**src/hdl/assert_macros.svh**
```systemverilog
// Assertion macros shared by the point-in-polygon RTL.
// Each macro expects signals named clk and rst_n in the including module.
`ifndef ASSERT_MACROS_SVH
`define ASSERT_MACROS_SVH

// The condition holds at every clock edge outside reset.
`define ASSERT_ALWAYS(lbl, cond, msg) \
    lbl: assert property (@(posedge clk) disable iff (!rst_n) (cond)) else $error(msg);

// The consequent holds in the same cycle as the antecedent.
`define ASSERT_IMPLY(lbl, ante, cons, msg) \
    lbl: assert property (@(posedge clk) disable iff (!rst_n) (ante) |-> (cons)) \
        else $error(msg);

// The consequent holds in the cycle after the antecedent.
`define ASSERT_NEXT(lbl, ante, cons, msg) \
    lbl: assert property (@(posedge clk) disable iff (!rst_n) (ante) |=> (cons)) \
        else $error(msg);

`endif

```
**src/hdl/pip_pkg.sv**
```systemverilog
// Shared types and constants for the even-odd point-in-polygon block.
// Used by pip_front, pip_back and the top module; depends on nothing else.
package pip_pkg;

    localparam int COORD_WIDTH_DEF = 24;
    localparam int FIFO_DEPTH_DEF  = 4;
    localparam int CFG_IDX_W       = 2;

    // Configuration register indexes.
    typedef enum logic [CFG_IDX_W-1:0] {
        REG_QUERY_X = 2'd0,
        REG_QUERY_Y = 2'd1
    } cfg_reg_t;

    // Control flags of one edge record passed from front to back.
    typedef struct packed {
        logic straddle;
        logic last;
    } edge_ctl_t;

    localparam int EDGE_CTL_W = $bits(edge_ctl_t);

endpackage

```
**src/hdl/pip_front.sv**
```systemverilog
// Front end: holds the query point and the previous vertex, forms edges and
// classifies them. Depends on pip_pkg and assert_macros.svh.
`include "assert_macros.svh"

module pip_front #(
    parameter int COORD_WIDTH = pip_pkg::COORD_WIDTH_DEF
) (
    input  logic                              clk,
    input  logic                              rst_n,
    input  logic                              cfg_we,
    input  logic [pip_pkg::CFG_IDX_W-1:0]     cfg_index,
    input  logic [COORD_WIDTH-1:0]            cfg_data,
    input  logic                              in_valid,
    output logic                              in_stall,
    input  logic signed [COORD_WIDTH-1:0]     vert_x,
    input  logic signed [COORD_WIDTH-1:0]     vert_y,
    input  logic                              curve_start,
    input  logic                              last_vertex,
    output logic                              push,
    input  logic                              fifo_full,
    output pip_pkg::edge_ctl_t                edge_ctl,
    output logic signed [COORD_WIDTH:0]       diff_qx,
    output logic signed [COORD_WIDTH:0]       diff_y,
    output logic signed [COORD_WIDTH:0]       diff_x,
    output logic signed [COORD_WIDTH:0]       diff_qy
);

    localparam int DW = COORD_WIDTH + 1;

    logic signed [COORD_WIDTH-1:0] query_x_reg;
    logic signed [COORD_WIDTH-1:0] query_y_reg;
    logic signed [COORD_WIDTH-1:0] prev_x_reg;
    logic signed [COORD_WIDTH-1:0] prev_y_reg;
    logic                          have_prev_reg;
    logic                          have_prev_next;
    logic                          in_xfer;
    logic                          edge_ok;

    assign in_stall = fifo_full;
    assign in_xfer  = in_valid && !fifo_full;
    assign push     = in_xfer;

    always_ff @(posedge clk or negedge rst_n)
    begin
        if (!rst_n)
        begin
            query_x_reg <= '0;
            query_y_reg <= '0;
        end
        else if (cfg_we)
        begin
            case (cfg_index)
                pip_pkg::REG_QUERY_X: query_x_reg <= cfg_data;
                pip_pkg::REG_QUERY_Y: query_y_reg <= cfg_data;
                default: ;
            endcase
        end
    end

    // A last vertex closes the set, so the next vertex opens a fresh one.
    assign have_prev_next = in_xfer ? !last_vertex : have_prev_reg;

    always_ff @(posedge clk or negedge rst_n)
    begin
        if (!rst_n)
        begin
            have_prev_reg <= 1'b0;
            prev_x_reg    <= '0;
            prev_y_reg    <= '0;
        end
        else
        begin
            have_prev_reg <= have_prev_next;
            if (in_xfer)
            begin
                prev_x_reg <= vert_x;
                prev_y_reg <= vert_y;
            end
        end
    end

    assign edge_ok = have_prev_reg && !curve_start;

    // One endpoint strictly above the query y, the other at or below it.
    assign edge_ctl.straddle = edge_ok && ((prev_y_reg > query_y_reg) != (vert_y > query_y_reg));
    assign edge_ctl.last     = last_vertex;

    assign diff_qx = DW'(query_x_reg) - DW'(prev_x_reg);
    assign diff_y  = DW'(vert_y)      - DW'(prev_y_reg);
    assign diff_x  = DW'(vert_x)      - DW'(prev_x_reg);
    assign diff_qy = DW'(query_y_reg) - DW'(prev_y_reg);

    `ASSERT_NEXT(a_last_clears_prev, in_xfer && last_vertex, !have_prev_reg, "previous vertex kept after last vertex")

endmodule

```
**src/hdl/pip_fifo.sv**
```systemverilog
// Short register queue that decouples the edge front end from the back end.
// Depends on assert_macros.svh.
`include "assert_macros.svh"

module pip_fifo #(
    parameter int WIDTH = 8,
    parameter int DEPTH = 4
) (
    input  logic             clk,
    input  logic             rst_n,
    input  logic             push,
    input  logic [WIDTH-1:0] push_data,
    output logic             full,
    input  logic             pop,
    output logic             empty,
    output logic [WIDTH-1:0] pop_data
);

    localparam int PTR_W = (DEPTH > 1) ? $clog2(DEPTH) : 1;
    localparam int CNT_W = $clog2(DEPTH + 1);

    logic [WIDTH-1:0] store_reg [DEPTH];
    logic [PTR_W-1:0] wr_ptr_reg;
    logic [PTR_W-1:0] wr_ptr_next;
    logic [PTR_W-1:0] rd_ptr_reg;
    logic [PTR_W-1:0] rd_ptr_next;
    logic [CNT_W-1:0] count_reg;
    logic [CNT_W-1:0] count_next;
    logic             do_push;
    logic             do_pop;

    assign full     = (count_reg == CNT_W'(DEPTH));
    assign empty    = (count_reg == '0);
    assign do_push  = push && !full;
    assign do_pop   = pop && !empty;
    assign pop_data = store_reg[rd_ptr_reg];

    always_comb
    begin
        wr_ptr_next = wr_ptr_reg;
        rd_ptr_next = rd_ptr_reg;
        count_next  = count_reg;
        if (do_push)
        begin
            wr_ptr_next = (wr_ptr_reg == PTR_W'(DEPTH - 1)) ? '0 : wr_ptr_reg + 1'b1;
        end
        if (do_pop)
        begin
            rd_ptr_next = (rd_ptr_reg == PTR_W'(DEPTH - 1)) ? '0 : rd_ptr_reg + 1'b1;
        end
        if (do_push && !do_pop)
        begin
            count_next = count_reg + 1'b1;
        end
        else if (do_pop && !do_push)
        begin
            count_next = count_reg - 1'b1;
        end
    end

    always_ff @(posedge clk or negedge rst_n)
    begin
        if (!rst_n)
        begin
            wr_ptr_reg <= '0;
            rd_ptr_reg <= '0;
            count_reg  <= '0;
        end
        else
        begin
            wr_ptr_reg <= wr_ptr_next;
            rd_ptr_reg <= rd_ptr_next;
            count_reg  <= count_next;
        end
    end

    always_ff @(posedge clk)
    begin
        if (do_push)
        begin
            store_reg[wr_ptr_reg] <= push_data;
        end
    end

    `ASSERT_ALWAYS(a_count_bound, count_reg <= CNT_W'(DEPTH), "queue fill count beyond depth")
    `ASSERT_IMPLY(a_no_push_full, full, !push, "push offered while queue is full")

endmodule

```
**src/hdl/pip_back.sv**
```systemverilog
// Back end: cross-multiplies each edge record, compares, tracks the parity
// and holds the result register. Depends on pip_pkg and assert_macros.svh.
`include "assert_macros.svh"

module pip_back #(
    parameter int COORD_WIDTH = pip_pkg::COORD_WIDTH_DEF
) (
    input  logic                        clk,
    input  logic                        rst_n,
    input  logic                        fifo_empty,
    output logic                        pop,
    input  pip_pkg::edge_ctl_t          edge_ctl,
    input  logic signed [COORD_WIDTH:0] diff_qx,
    input  logic signed [COORD_WIDTH:0] diff_y,
    input  logic signed [COORD_WIDTH:0] diff_x,
    input  logic signed [COORD_WIDTH:0] diff_qy,
    output logic                        out_valid,
    input  logic                        out_stall,
    output logic                        inside_res
);

    localparam int DW = COORD_WIDTH + 1;
    localparam int PW = 2 * DW;

    logic                   advance;
    logic                   s1_valid_reg;
    pip_pkg::edge_ctl_t     s1_ctl_reg;
    logic                   s1_dpos_reg;
    logic signed [PW-1:0]   s1_pa_reg;
    logic signed [PW-1:0]   s1_pb_reg;
    logic signed [PW-1:0]   prod_a;
    logic signed [PW-1:0]   prod_b;
    logic                   crosses;
    logic                   parity_reg;
    logic                   parity_next;
    logic                   out_valid_reg;
    logic                   out_valid_next;
    logic                   inside_reg;

    // The pipeline moves unless a finished result is waiting on a stalled output.
    assign advance = !(out_valid_reg && out_stall);
    assign pop     = advance && !fifo_empty;

    assign prod_a = diff_qx * diff_y;
    assign prod_b = diff_x * diff_qy;

    always_ff @(posedge clk or negedge rst_n)
    begin
        if (!rst_n)
        begin
            s1_valid_reg <= 1'b0;
        end
        else if (advance)
        begin
            s1_valid_reg <= !fifo_empty;
        end
    end

    always_ff @(posedge clk)
    begin
        if (pop)
        begin
            s1_ctl_reg  <= edge_ctl;
            s1_dpos_reg <= !diff_y[DW-1];
            s1_pa_reg   <= prod_a;
            s1_pb_reg   <= prod_b;
        end
    end

    // Multiplying through by the y span flips the comparison when it is negative.
    assign crosses = s1_ctl_reg.straddle &&
                     (s1_dpos_reg ? (s1_pa_reg < s1_pb_reg) : (s1_pb_reg < s1_pa_reg));

    always_comb
    begin
        parity_next    = parity_reg;
        out_valid_next = out_valid_reg && out_stall;
        if (advance && s1_valid_reg)
        begin
            parity_next = s1_ctl_reg.last ? 1'b0 : (parity_reg ^ crosses);
            if (s1_ctl_reg.last)
            begin
                out_valid_next = 1'b1;
            end
        end
    end

    always_ff @(posedge clk or negedge rst_n)
    begin
        if (!rst_n)
        begin
            parity_reg    <= 1'b0;
            out_valid_reg <= 1'b0;
        end
        else
        begin
            parity_reg    <= parity_next;
            out_valid_reg <= out_valid_next;
        end
    end

    always_ff @(posedge clk)
    begin
        if (advance && s1_valid_reg && s1_ctl_reg.last)
        begin
            inside_reg <= parity_reg ^ crosses;
        end
    end

    assign out_valid  = out_valid_reg;
    assign inside_res = inside_reg;

    `ASSERT_IMPLY(a_result_source, $rose(out_valid_reg), $past(s1_valid_reg && s1_ctl_reg.last), "result raised without a last vertex")

endmodule

```
**src/hdl/point_in_polygon_even_odd.sv**
```systemverilog
// Even-odd point-in-polygon test over streamed polyline vertices.
// Throughput: one vertex per cycle while in_stall is low; the edge test is a pair of registered multiplies.
// The last vertex passes through the edge queue and the s1 product registers before out_valid and inside_res are set.
// The edge queue (four entries by default) lets input keep flowing while a result waits on out_stall, until it fills.
// Reset (rst_n low, asynchronous) clears query point, previous vertex, parity and queue.
module point_in_polygon_even_odd #(
    parameter int COORD_WIDTH = pip_pkg::COORD_WIDTH_DEF,
    parameter int FIFO_DEPTH  = pip_pkg::FIFO_DEPTH_DEF
) (
    input  logic                          clk,
    input  logic                          rst_n,
    input  logic                          cfg_we,
    input  logic [pip_pkg::CFG_IDX_W-1:0] cfg_index,
    input  logic [COORD_WIDTH-1:0]        cfg_data,
    input  logic                          in_valid,
    output logic                          in_stall,
    input  logic signed [COORD_WIDTH-1:0] vert_x,
    input  logic signed [COORD_WIDTH-1:0] vert_y,
    input  logic                          curve_start,
    input  logic                          last_vertex,
    output logic                          out_valid,
    input  logic                          out_stall,
    output logic                          inside_res
);

    localparam int DW = COORD_WIDTH + 1;
    localparam int QW = pip_pkg::EDGE_CTL_W + 4 * DW;

    logic                        push;
    logic                        fifo_full;
    logic                        fifo_empty;
    logic                        pop;
    pip_pkg::edge_ctl_t          f_ctl;
    logic signed [DW-1:0]        f_diff_qx;
    logic signed [DW-1:0]        f_diff_y;
    logic signed [DW-1:0]        f_diff_x;
    logic signed [DW-1:0]        f_diff_qy;
    logic [QW-1:0]               push_data;
    logic [QW-1:0]               pop_data;
    pip_pkg::edge_ctl_t          b_ctl;

    pip_front #(
        .COORD_WIDTH (COORD_WIDTH)
    ) u_front (
        .clk         (clk),
        .rst_n       (rst_n),
        .cfg_we      (cfg_we),
        .cfg_index   (cfg_index),
        .cfg_data    (cfg_data),
        .in_valid    (in_valid),
        .in_stall    (in_stall),
        .vert_x      (vert_x),
        .vert_y      (vert_y),
        .curve_start (curve_start),
        .last_vertex (last_vertex),
        .push        (push),
        .fifo_full   (fifo_full),
        .edge_ctl    (f_ctl),
        .diff_qx     (f_diff_qx),
        .diff_y      (f_diff_y),
        .diff_x      (f_diff_x),
        .diff_qy     (f_diff_qy)
    );

    assign push_data = {f_ctl, f_diff_qx, f_diff_y, f_diff_x, f_diff_qy};

    pip_fifo #(
        .WIDTH (QW),
        .DEPTH (FIFO_DEPTH)
    ) u_fifo (
        .clk       (clk),
        .rst_n     (rst_n),
        .push      (push),
        .push_data (push_data),
        .full      (fifo_full),
        .pop       (pop),
        .empty     (fifo_empty),
        .pop_data  (pop_data)
    );

    assign b_ctl = pip_pkg::edge_ctl_t'(pop_data[QW-1 -: pip_pkg::EDGE_CTL_W]);

    pip_back #(
        .COORD_WIDTH (COORD_WIDTH)
    ) u_back (
        .clk        (clk),
        .rst_n      (rst_n),
        .fifo_empty (fifo_empty),
        .pop        (pop),
        .edge_ctl   (b_ctl),
        .diff_qx    (pop_data[4*DW-1 -: DW]),
        .diff_y     (pop_data[3*DW-1 -: DW]),
        .diff_x     (pop_data[2*DW-1 -: DW]),
        .diff_qy    (pop_data[DW-1:0]),
        .out_valid  (out_valid),
        .out_stall  (out_stall),
        .inside_res (inside_res)
    );

endmodule

```
**config.mk**
```make
export PLATFORM = sky130hd
export DESIGN_NAME = point_in_polygon_even_odd
export DESIGN_NICKNAME = d
export VERILOG_FILES = /design/src/hdl/pip_pkg.sv /design/src/hdl/pip_front.sv /design/src/hdl/pip_fifo.sv /design/src/hdl/pip_back.sv /design/src/hdl/point_in_polygon_even_odd.sv
export VERILOG_INCLUDE_DIRS = /design/src /design/src/hdl
export SDC_FILE = /design/constraint.sdc
export NUM_CORES = 2
export LEC_CHECK = 0
export ABC_AREA = 1
export BUFFER_PORTS_ARGS = -buffer_cell sky130_fd_sc_hd__buf_4
export CORE_UTILIZATION = 45
export CTS_BUF_LIST = sky130_fd_sc_hd__clkbuf_4 sky130_fd_sc_hd__clkbuf_8
export CTS_CLUSTER_DIAMETER = 30
export CTS_CLUSTER_SIZE = 14
export DETAILED_ROUTE_END_ITERATION = 8
export PLACE_DENSITY = 0.63
export SLEW_MARGIN = 5
export SYNTH_ARGS = -nofsm -noshare
export SYNTH_HDL_FRONTEND = slang
export SYNTH_SLANG_ARGS = --single-unit
```
**constraint.sdc**
```tcl
create_clock -name clk -period 9.7 [get_ports clk]
set_input_delay 0.485 -clock clk [delete_from_list [all_inputs] [get_ports clk]]
set_output_delay 0.485 -clock clk [all_outputs]
set_load 0.02 [all_outputs]
```
==> reports/qor.yml <==
slew_viol_final: 0
htreeDepth: 3
cts_hold_buffers: 74
finalSetupViolCount: 0
r2r_cells: 22
syn_inst: 7943
hpwlAfterDp_um: 181000
worstPathArrival_ns: 9.45
cp_cell_sequence: "inv_6 -> a21oi_1 -> a32oi_2 -> inv_1 -> nor2_1 -> fa_1 -> fa_1 -> inv_1 -> fa_1 -> inv_1 -> fa_1 -> fa_1 -> fa_1 -> fa_1 -> ha_1 -> nand2_1 -> nor2_1 -> and3_1 -> nand3_1 -> nand4_1 -> a31oi_1 -> xor2_1"
worst_slew_pin_slew_ns: 1.06
drc: 0
slowest_stage: "a32oi_2"
rows: 149
drive_gt1_share_pct: 6.94
synth_edf_count: 512
largest_reg_flops: 408
synth_compound_area_share_pct: 6.61
vias: 55147
hold_violations: 0
routed_wl_um: 221000
drt-initial-drc-count: 4139
gp_congestion: 0.991
postSynthAreaPerCell_sq_um: 9.39
wl_met1_um: 88400
area_delta_synth_final_pct: 9.83
clock_skew_ns: 0.0710
synth-adder-area-share_pct: 43.2
cp_common_cell: "fa_1"
die_x_um: 409
cts_setup_buffers: 0
syn-cell-area_sq_um: 74600
firstDrtPassIters: 6
slew_headroom_pct: 29.3
grt_overflow: 0
wire_per_inst_um: 21.2
postRouteAntennaNets: 0
crit_buf_inv: 4
grt_pass1_vias: 58327
fin_nets: 10007
post-route-period-util_pct: 92.0
mappedNetlistNets: 9804
drv_cap: 0
grt_max_degree: 161
synth_ff_type: "edfxtp_1"
ys_seq_area_share_pct: 24.2
cts_tree: "built"
async_flop_share_pct: 17.3
io_pins: 84
ys_ff_latch: 619
cts-root-buf: "clkbuf_8"
track_usage_pct: 27.0
start_util_pct: 45.3
endpoint_kind: "register"
crit_cells: 22
worstSetupPathType: "register to register"
fillers: 15474
die-area_sq_um: 167000
ys_types: 59
required_ns: 10.22
crit_family: "adder cells"
cts_resized: 0
met2WireLength_um: 106000
io_buffer_count: 83
cts_buffers: 115
rsz0062_at_grt: "false"
status: "finished clean"
max_freq_mhz: 112
core-area_sq_um: 165000
grt_pass1_wl_um: 343000
startpoint_type: "register"
die_y_um: 409
synthMuxAreaShare_pct: 0.0151
fin_crit_ns: 8.93
wl_met3_um: 16400
clk-insertion-delay-late_ns: 0.83
yosys.area_share.simple_pct: 13.0
synth-xor-area-share_pct: 2.45
whs_path_depth: 3
synth_top_family_by_area: "adder cells"
ys_warn_count: 0
hp-class: "primary input to register"
top_layer: "met4"
routed_via_density: 5.28
antenna_found_initial: 4
clock_path_buffers: 3
cts.sinks: 619
cts.clk_slew.worst_paths_ns: 0.07
path_max_fanout: 104
max_stage_delay_ns: 0.69
fin_setup_tns_ns: 0
==> cell usage after synthesis (13+ instances only) <==
cell type  instances  area [sq um]
a32oi_1           81           709
inv_1           1743          6540
nand3_1           94           470
xor2_1           133          1160
nand2_1         1438          5400
dfrtp_1          107          2680
a32oi_2           17           277
a21oi_1          351          1760
fa_1            1321         26400
o21ai_0          215          1080
nand4_1           25           156
a31oi_1           18           113
a21o_1            23           173
ha_1             459          5740
o21a_1            13          97.6
o21bai_1          20           150
xnor2_1           76           666
clkbuf_1          62           233
nor2_1           878          3300
inv_2             20          75.1
buf_2            185           926
nor3_1            26           130
edfxtp_1         512         15400
==> path summary, 6_finish.rpt <==
path	from	endpoint	slack, ns
min	vert_y[0]	u_front.prev_y_reg[0]$_DFFE_PN0P_	0.1
min in group asynchronous	rst_n	u_front.prev_x_reg[14]$_DFFE_PN0P_	0.18
max	u_fifo.rd_ptr_reg[1]$_DFFE_PN0P_	u_back.s1_pa_reg[47]$_DFFE_PP_	0.77
max in group asynchronous	rst_n	u_fifo.rd_ptr_reg[0]$_DFFE_PN0P_	7.95
min reg2reg	u_front.query_x_reg[2]$_DFFE_PN0P_	u_front.query_x_reg[2]$_DFFE_PN0P_	0.49
max reg2reg	u_fifo.rd_ptr_reg[1]$_DFFE_PN0P_	u_back.s1_pa_reg[47]$_DFFE_PP_	0.77
==> kinds of logic (layout without fill, tap and decap cells) <==
logic type               Yosys count  count (layout)
adder cells (fa/ha/maj)         1780            1780
AO/OA/AOI/OAI                    810             810
multiplexers                       1               1
AND/OR/NAND/NOR                 2493            2493
flip-flops                       619             619
XOR/XNOR                         209             209
other                              0               5
buffers and inverters           2031            2335
==> cell usage in the layout, fill, tap and decap left out, drive strengths merged, types with 3 or more instances in the layout <==
| cell type | count |
|---|---|
| inv | 1785 |
| nand2 | 1440 |
| fa | 1321 |
| nor2 | 879 |
| edfxtp | 512 |
| ha | 459 |
| a21oi | 360 |
| buf | 278 |
| o21ai | 233 |
| xor2 | 133 |
| clkbuf | 124 |
| dfrtp | 107 |
| a32oi | 98 |
| nand3 | 96 |
| xnor2 | 76 |
| dlygate4sd3 | 74 |
| clkinv | 44 |
| nor3 | 26 |
| nand4 | 25 |
| a21o | 23 |
| o21bai | 21 |
| bufinv | 20 |
| a31oi | 18 |
| o21a | 13 |
| nor4 | 11 |
| clkinvlp | 10 |
| a21boi | 10 |
| o211ai | 8 |
| a211oi | 6 |
| diode | 5 |
| o221ai | 4 |
| and3 | 4 |
| nand3b | 4 |
| o2111ai | 4 |
| nor3b | 3 |
| a221oi | 3 |
==> per-stage QoR <==
stage	setup WS, ns	area [sq um]	instances	hold slack (ns)	utilization [%]
floorplan	2.32	74600	7943	0.189	-
global placement	1.01	78400	10144	0.471	47.5
detailed placement	0.848	78400	10144	0.479	47.5
CTS	0.826	81900	10436	0.0248	49.7
global route	0.384	81900	10439	0.0679	49.7
finish	0.771	81900	10441	0.0985	49.7
==> worst min-delay path: stages <==
cell and delay [ns]:
buf_4 0.08, inv_1 0.14, o21ai_0 0.19
==> metal layers <==
layer,vias to the layer above,track usage (%)
met5,-,0
met4,0,11.0
met3,451,4.26
li1,24691,-
met1,27919,35.1
met2,2086,45.1
==> final cells by class <==
class                   instances  area (sq um)  share of cell area (%)
diodes                          5          12.5                  0.0153
inverters                    1765          6640                    8.10
flip-flops and latches        619         18100                    22.0
multi-input cells            5293         48800                    59.5
repair buffers                352          2890                    3.53
well taps                    2189          2740                    3.34
clock inverters                94          1150                    1.40
clock buffers                 124          1670                    2.04
Power is not shown: default switching activity piles up to over one toggle a cycle in this logic, so the estimate is an artifact.
